`src/rtl/swsnd_pkg.sv`:
```
package swsnd_pkg;

  localparam int unsigned ByteW   = 8;
  localparam int unsigned TmoW    = 16;
  localparam int unsigned ElapsW  = 17;
  localparam int unsigned OpW     = 2;
  localparam int unsigned EventW  = 3;
  localparam int unsigned CfgIdxW = 3;
  localparam int unsigned CfgDatW = 16;

  // op codes
  localparam logic [OpW-1:0] OP_TICK = 2'd0;
  localparam logic [OpW-1:0] OP_SEND = 2'd1;
  localparam logic [OpW-1:0] OP_RX   = 2'd2;

  // result events
  localparam logic [EventW-1:0] EV_NONE   = 3'd0;
  localparam logic [EventW-1:0] EV_SENT   = 3'd1;
  localparam logic [EventW-1:0] EV_RESENT = 3'd2;
  localparam logic [EventW-1:0] EV_ACKED  = 3'd3;
  localparam logic [EventW-1:0] EV_GAVEUP = 3'd4;

  // register indexes
  localparam logic [CfgIdxW-1:0] REG_NODE_ADDR   = 3'd0;
  localparam logic [CfgIdxW-1:0] REG_DEST_ADDR   = 3'd1;
  localparam logic [CfgIdxW-1:0] REG_RELAY_CNT   = 3'd2;
  localparam logic [CfgIdxW-1:0] REG_RETRY_LIMIT = 3'd3;
  localparam logic [CfgIdxW-1:0] REG_ACK_TIMEOUT = 3'd4;

  localparam logic [ByteW-1:0]  ACK_TYPE        = 8'h02;
  localparam logic [ByteW-1:0]  SEQ_LAST        = 8'd254;  // modulo 255 wrap point
  localparam logic [ByteW-1:0]  RETRY_MAX       = 8'd255;
  localparam logic [ElapsW-1:0] ELAPSED_MAX     = 17'h1FFFF;
  localparam logic [ByteW-1:0]  RETRY_LIMIT_RST = 8'd3;
  localparam logic [TmoW-1:0]   ACK_TIMEOUT_RST = 16'd10000;

endpackage

```
`src/rtl/stop_and_wait_sender_top.sv`:
```
// Stop-and-wait sender. Each input transaction is a millisecond tick, a send
// request or a received packet header; each yields exactly one result
// transaction in the cycle after acceptance, carried in an output register. The
// block accepts one transaction per clock cycle, as long as the output
// register is empty or being drained in the same cycle; the single output
// register sets that rate. A send advances the sequence number modulo 255 and
// emits a header; ticks while waiting count toward ack_timeout and, once the
// count passes it, the header is resent with the retry count bumped
// (saturating at 255). A packet ends the wait as acknowledged when it matches
// node address, type 2 and sequence, or as give-up when retries already
// exceed retry_limit. Configuration writes are taken at once and should be
// made while no transaction is in flight.
module stop_and_wait_sender_top (
  input  logic                                clk,
  input  logic                                rst_n,
  // configuration
  input  logic                                cfg_we,
  input  logic [swsnd_pkg::CfgIdxW-1:0]       cfg_index,
  input  logic [swsnd_pkg::CfgDatW-1:0]       cfg_wdata,
  // input channel
  input  logic                                in_valid,
  output logic                                in_ready,
  input  logic [swsnd_pkg::OpW-1:0]           in_op,
  input  logic [swsnd_pkg::ByteW-1:0]         in_rx_dest,
  input  logic [swsnd_pkg::ByteW-1:0]         in_rx_type,
  input  logic [swsnd_pkg::ByteW-1:0]         in_rx_seq,
  // result channel
  output logic                                out_valid,
  input  logic                                out_ready,
  output logic [swsnd_pkg::EventW-1:0]        out_event_res,
  output logic [swsnd_pkg::ByteW-1:0]         out_frame_source,
  output logic [swsnd_pkg::ByteW-1:0]         out_frame_dest,
  output logic [swsnd_pkg::ByteW-1:0]         out_frame_seq,
  output logic [swsnd_pkg::ByteW-1:0]         out_frame_relay,
  output logic [swsnd_pkg::ByteW-1:0]         out_retries_done
);

  // configuration registers
  logic [swsnd_pkg::ByteW-1:0]  node_addr_r;
  logic [swsnd_pkg::ByteW-1:0]  dest_addr_r;
  logic [swsnd_pkg::ByteW-1:0]  relay_cnt_r;
  logic [swsnd_pkg::ByteW-1:0]  retry_limit_r;
  logic [swsnd_pkg::TmoW-1:0]   ack_timeout_r;

  // protocol state
  logic [swsnd_pkg::ByteW-1:0]  seq_r,      seq_nxt;
  logic                         waiting_r,  waiting_nxt;
  logic [swsnd_pkg::ElapsW-1:0] elapsed_r,  elapsed_nxt;
  logic [swsnd_pkg::ByteW-1:0]  retry_r,    retry_nxt;

  // output register
  logic                         out_valid_r;
  logic [swsnd_pkg::EventW-1:0] ev_r,       ev_nxt;
  logic [swsnd_pkg::ByteW-1:0]  src_r,      src_nxt;
  logic [swsnd_pkg::ByteW-1:0]  dst_r,      dst_nxt;
  logic [swsnd_pkg::ByteW-1:0]  fseq_r,     fseq_nxt;
  logic [swsnd_pkg::ByteW-1:0]  relay_r,    relay_nxt;
  logic [swsnd_pkg::ByteW-1:0]  done_r,     done_nxt;

  logic in_fire;

  // Take a new transaction whenever the output slot frees up this cycle.
  assign in_ready = !out_valid_r || out_ready;
  assign in_fire  = in_valid && in_ready;

  always_comb begin
    logic [swsnd_pkg::ElapsW-1:0] elapsed_inc;
    logic [swsnd_pkg::ByteW-1:0]  retry_inc;
    logic                         ack_match;

    elapsed_inc = (elapsed_r == swsnd_pkg::ELAPSED_MAX) ? elapsed_r
                                                        : elapsed_r + 17'd1;
    retry_inc   = (retry_r == swsnd_pkg::RETRY_MAX) ? retry_r : retry_r + 8'd1;
    ack_match   = (in_rx_dest == node_addr_r) && (in_rx_type == swsnd_pkg::ACK_TYPE)
                  && (in_rx_seq == seq_r);

    seq_nxt     = seq_r;
    waiting_nxt = waiting_r;
    elapsed_nxt = elapsed_r;
    retry_nxt   = retry_r;

    ev_nxt      = swsnd_pkg::EV_NONE;
    src_nxt     = '0;
    dst_nxt     = '0;
    fseq_nxt    = '0;
    relay_nxt   = '0;
    done_nxt    = retry_r;

    unique case (in_op)
      swsnd_pkg::OP_SEND: begin
        // seq + 1 mod 255
        seq_nxt     = (seq_r >= swsnd_pkg::SEQ_LAST) ? seq_r - swsnd_pkg::SEQ_LAST
                                                     : seq_r + 8'd1;
        waiting_nxt = 1'b1;
        elapsed_nxt = '0;
        retry_nxt   = '0;
        ev_nxt      = swsnd_pkg::EV_SENT;
        src_nxt     = node_addr_r;
        dst_nxt     = dest_addr_r;
        fseq_nxt    = seq_nxt;
        relay_nxt   = relay_cnt_r;
        done_nxt    = '0;
      end
      swsnd_pkg::OP_TICK: begin
        if (waiting_r) begin
          elapsed_nxt = elapsed_inc;
          if (elapsed_inc > {1'b0, ack_timeout_r}) begin
            // timeout: resend same header
            elapsed_nxt = '0;
            retry_nxt   = retry_inc;
            ev_nxt      = swsnd_pkg::EV_RESENT;
            src_nxt     = node_addr_r;
            dst_nxt     = dest_addr_r;
            fseq_nxt    = seq_r;
            relay_nxt   = relay_cnt_r;
            done_nxt    = retry_inc;
          end
        end
      end
      swsnd_pkg::OP_RX: begin
        if (waiting_r) begin
          // limit check wins over a matching ack
          if (retry_r > retry_limit_r) begin
            waiting_nxt = 1'b0;
            elapsed_nxt = '0;
            retry_nxt   = '0;
            ev_nxt      = swsnd_pkg::EV_GAVEUP;
          end else if (ack_match) begin
            waiting_nxt = 1'b0;
            elapsed_nxt = '0;
            retry_nxt   = '0;
            ev_nxt      = swsnd_pkg::EV_ACKED;
          end
        end
      end
      default: begin
        // unused op: no state change, empty result
      end
    endcase
  end

  always_ff @(posedge clk) begin
    if (!rst_n) begin
      node_addr_r   <= '0;
      dest_addr_r   <= '0;
      relay_cnt_r   <= '0;
      retry_limit_r <= swsnd_pkg::RETRY_LIMIT_RST;
      ack_timeout_r <= swsnd_pkg::ACK_TIMEOUT_RST;
    end else if (cfg_we) begin
      unique case (cfg_index)
        swsnd_pkg::REG_NODE_ADDR:   node_addr_r   <= cfg_wdata[swsnd_pkg::ByteW-1:0];
        swsnd_pkg::REG_DEST_ADDR:   dest_addr_r   <= cfg_wdata[swsnd_pkg::ByteW-1:0];
        swsnd_pkg::REG_RELAY_CNT:   relay_cnt_r   <= cfg_wdata[swsnd_pkg::ByteW-1:0];
        swsnd_pkg::REG_RETRY_LIMIT: retry_limit_r <= cfg_wdata[swsnd_pkg::ByteW-1:0];
        swsnd_pkg::REG_ACK_TIMEOUT: ack_timeout_r <= cfg_wdata[swsnd_pkg::TmoW-1:0];
        default: begin
          // writes past the register list are dropped
        end
      endcase
    end
  end

  always_ff @(posedge clk) begin
    if (!rst_n) begin
      seq_r       <= '0;
      waiting_r   <= 1'b0;
      elapsed_r   <= '0;
      retry_r     <= '0;
      out_valid_r <= 1'b0;
    end else begin
      if (in_fire) begin
        seq_r     <= seq_nxt;
        waiting_r <= waiting_nxt;
        elapsed_r <= elapsed_nxt;
        retry_r   <= retry_nxt;
      end
      if (in_fire) begin
        out_valid_r <= 1'b1;
      end else if (out_ready) begin
        out_valid_r <= 1'b0;
      end
    end
  end

  // result payload, loaded with each accepted transaction
  always_ff @(posedge clk) begin
    if (in_fire) begin
      ev_r    <= ev_nxt;
      src_r   <= src_nxt;
      dst_r   <= dst_nxt;
      fseq_r  <= fseq_nxt;
      relay_r <= relay_nxt;
      done_r  <= done_nxt;
    end
  end

  assign out_valid        = out_valid_r;
  assign out_event_res    = ev_r;
  assign out_frame_source = src_r;
  assign out_frame_dest   = dst_r;
  assign out_frame_seq    = fseq_r;
  assign out_frame_relay  = relay_r;
  assign out_retries_done = done_r;

endmodule

```
`config.mk`:
```
export PLATFORM = sky130hd
export DESIGN_NAME = stop_and_wait_sender_top
export DESIGN_NICKNAME = d
export VERILOG_FILES = /design/src/rtl/swsnd_pkg.sv /design/src/rtl/stop_and_wait_sender_top.sv
export SDC_FILE = /design/constraint.sdc
export NUM_CORES = 1
export LEC_CHECK = 0
export ABC_AREA = 1
export BUFFER_PORTS_ARGS = -buffer_cell sky130_fd_sc_hd__clkbuf_2
export CORE_UTILIZATION = 55
export CTS_CLUSTER_SIZE = 40
export DETAILED_ROUTE_END_ITERATION = 10
export HOLD_SLACK_MARGIN = 0.15
export PLACE_DENSITY = 0.77
export SYNTH_ARGS = -nofsm -noshare
export SYNTH_HDL_FRONTEND = slang
export SYNTH_SLANG_ARGS = --single-unit
```
`constraint.sdc`:
```
create_clock -name clk -period 4.99 [get_ports clk]
set_input_delay 0 -clock clk [delete_from_list [all_inputs] [get_ports clk]]
set_output_delay 0 -clock clk [all_outputs]
set_load 0.01 [all_outputs]
```
==> flow_summary_export.csv <==
group,metric,value,unit
clock_network,numClockSinks,126,
clock_network,cts_resized,0,
final_layout,area_delta_synth_final,19.8,%
grt,grt_pass1_vias,5210,
clock_network,cts-buffers-inserted,17,
final_layout,multi_input_area,3200,um2
grt,grt_pass1_wl,24300,um
timing,slew_viol_final,0,
timing,fin_crit_sh,0.785,
power_and_ir_drop,p_per_area,313,nW/um2
die,ioPinCount,95,
final_layout,top_register,"elapsed_r",
final_layout,largest_register_ff_count,17,
clock_network,clk_pin_slew,0.05,ns
drt,avgRoutedWirePerCell,13.0,um
synth,synthSimpleGateAreaFrac,0.226,
timing,fmax,0.255,GHz
power_and_ir_drop,ir_drop,0.199,mV
die,die_area,12800,um2
clock_network,clk_latency,0.42,ns
clock_network,cts_tree,"built",
die,start_util,0.565,
synth,synth_compound_area_frac,0.137,
synth,synthAdderAreaFrac,0.0624,
placement,dpl_cell_area,7360,um2
power_and_ir_drop,leakage,3.66,nW
placement,hpwl,10100,um
drt,routed_via_density,4.99,
final_layout,layout_commonest_cell,"nand2_1",
placement,io_buffers,94,
grt,grt.total_usage,0.245,
final_layout,layout_common_cells,"nand2_1, inv_1, clkbuf_2, dfxtp_1, o21ai_0",
timing,setup_viol,0,
setup_path,reg2regPathDepth,23,
timing,finalHoldViolCount,0,
drt,dr_total_vias,5693,
synth,syn_area,6820,um2
setup_path,cp.arrival,4.07,ns
clock_network,clockRootBuffer,"clkbuf_16",
placement,post-place-ws,1.11,ns
final_layout,layout.nets,1045,
synth,syn_nets,935,
final_layout,diodes,0,
final_layout,drive_gt1_frac,0.171,
final_layout,fillCellCount,1006,
synth,synth_cell_types,41,
setup_path,endpoint_kind,"flip-flop",
grt,antenna_found_initial,0,
drt,drc,0,
synth,ys_seq_area_frac,0.433,
drt,firstDrtPassIters,5,
synth,synthXorXnorAreaFrac,0.0411,
die,die_h,113,um
synth,ys_ff_latch,126,
timing,slew_headroom,0.231,
setup_path,required,5.14,ns
die,die_w,113,um
timing,setup_tns,0,ns
grt,grt.overflow.total,0,
clock_network,htreeDepth,4,
hold_path,hold_depth,4,
final_layout,ff_latch_area,2950,um2
synth,synth.avg_cell_area,8.01,um2
job,maxCapViolations,0,
status,status,"complete, no violations",
final_layout,reg_top3,"elapsed_r (17), ack_timeout_r (16)",
die,core-area,12100,um2
timing,rsz0062_at_grt,"false",
timing,final.setup.worst_slack,1.07,ns
drt,antenna_left,0,
timing,fin_skew,0.00943,ns
placement,place.gp.congestion,0.915,
final_layout,fin_area,8170,um2
drt,first_iter_violations,310,
final_layout,final_util,0.677,
setup_path,critPathMaxFanout,24,
timing,fin_crit,3.92,ns
synth,muxShareOfSynthArea,0.00165,
hold_path,holdCritPathClass,"in -> reg",
timing,tightest_slew,1.15,ns
synth,ys_warn_count,0,
synth,syn_inst,851,
drt,routed_wl,14900,um
die,placementRows,40,
clock_network,clockBufferDepth,2,
synth,synth_top_family_by_area,"simple AND/OR/NAND/NOR gates",
grt,grt_max_degree,74,
setup_path,worstSetupPathType,"reg -> reg",
setup_path,crit_path_start_kind,"flip-flop",
critical path, stage by stage, from the launching register on:
cell,delay (ns)
dfxtp_1,0.43
ha_1,0.27
inv_1,0.10
nor2_4,0.14
nand2_2,0.09
nor2_4,0.14
nand2_1,0.28
nand2_1,0.20
xnor2_1,0.17
ha_1,0.28
nand2_1,0.09
inv_1,0.05
nand2_1,0.06
nand2_1,0.04
nand2_1,0.06
nand3_1,0.11
nand2_4,0.12
nand2_8,0.08
nand2_8,0.14
nor2_4,0.05
nand2_4,0.13
nand2_4,0.07
inv_4,0.44
nor2_1,0.08
report_power, final:
part           switching, mW  total, mW  leakage (nW)  internal (mW)
clock network          0.426       1.16         0.273          0.738
registers             0.0255       1.13          1.11           1.11
logic                  0.161      0.256          2.28         0.0948
total                  0.612       2.55          3.66           1.94
metal layers:
metal,global-route usage,wire length (um)
met5,0,0
met4,0.112,355
met3,0.0509,716
met2,0.405,7010
met1,0.308,6810
worst paths after layout:
kind                                             startpoint                           to  slack, ns
worst max-delay path              elapsed_r[0]$_SDFFE_PN0P_  out_frame_dest[4]$_DFFE_PP_       1.07
worst min-delay path                                  rst_n    elapsed_r[8]$_SDFFE_PN0P_       0.19
worst max register to register    elapsed_r[0]$_SDFFE_PN0P_  out_frame_dest[4]$_DFFE_PP_       1.07
worst min register to register  dest_addr_r[4]$_SDFFE_PN0P_  dest_addr_r[4]$_SDFFE_PN0P_       0.46
stage by stage:
stage          hold WS [ns]  total power [mW]  cells
2_1_floorplan         0.126              1.31    851
3_3_place_gp          0.216              1.39   1085
3_5_place_dp          0.222              1.39   1085
4_1_cts               0.184              2.57   1142
5_1_grt               0.234              2.65   1142
6_report              0.189              2.55   1142
cells by family (layout without fill, tap and decap cells):
kind of cell             Yosys count  in the layout
AO/OA/AOI/OAI                    181            181
XOR/XNOR                          32             32
AND/OR/NAND/NOR                  311            311
flip-flops                       126            126
adder cells (fa/ha/maj)           34             34
multiplexers                       1              1
buffers and inverters            166            289
synth_stat cells:
cell type | instances | area share
nand2_1 | 149 | 0.082
inv_1 | 133 | 0.073
dfxtp_1 | 83 | 0.24
o21ai_0 | 77 | 0.057
a21oi_1 | 74 | 0.054
nor2_1 | 59 | 0.032
edfxtp_1 | 43 | 0.19
nand3_1 | 40 | 0.029
ha_1 | 34 | 0.062
nor2_4 | 24 | 0.040
xor2_1 | 21 | 0.027
o21ai_1 | 19 | 0.014
clkbuf_1 | 17 | 0.0094
xnor2_1 | 11 | 0.014
nand4_1 | 10 | 0.0092
nor3_1 | 10 | 0.0073
buf_2 | 6 | 0.0044
o211ai_1 | 5 | 0.0055
nand2_2 | 4 | 0.0037
buf_1 | 3 | 0.0017
nand2_4 | 3 | 0.0050
nand3_2 | 3 | 0.0044
buf_12 | 2 | 0.0059
inv_2 | 2 | 0.0011
nand2_8 | 2 | 0.0059
nor2_2 | 2 | 0.0018
a211oi_1 | 1 | 0.0011
a211oi_2 | 1 | 0.0018
a21boi_1 | 1 | 0.0011
a21o_1 | 1 | 0.0011
buf_4 | 1 | 0.0011
clkbuf_2 | 1 | 0.00073
inv_4 | 1 | 0.00092
mux2_2 | 1 | 0.0017
nand3b_1 | 1 | 0.0011
nor3_2 | 1 | 0.0015
o21a_1 | 1 | 0.0011
o22ai_1 | 1 | 0.00092
or2_0 | 1 | 0.00092
or2_1 | 1 | 0.00092
or2_2 | 1 | 0.00092
layout make-up:
| cell class | count | area share |
|---|---|---|
| Multi-Input combinational cell | 559 | 0.391 |
| Sequential cell | 126 | 0.361 |
| Timing Repair Buffer | 121 | 0.0901 |
| Inverter | 136 | 0.0628 |
| Clock buffer | 26 | 0.0613 |
| Tap cell | 168 | 0.0257 |
| Clock inverter | 6 | 0.00750 |
repair_timing:
action,CTS,global route
hold endpoints to repair,54,0
hold buffers,25,0
buffers inserted,0,0
Note: power is estimated with default switching activity, not from simulation.
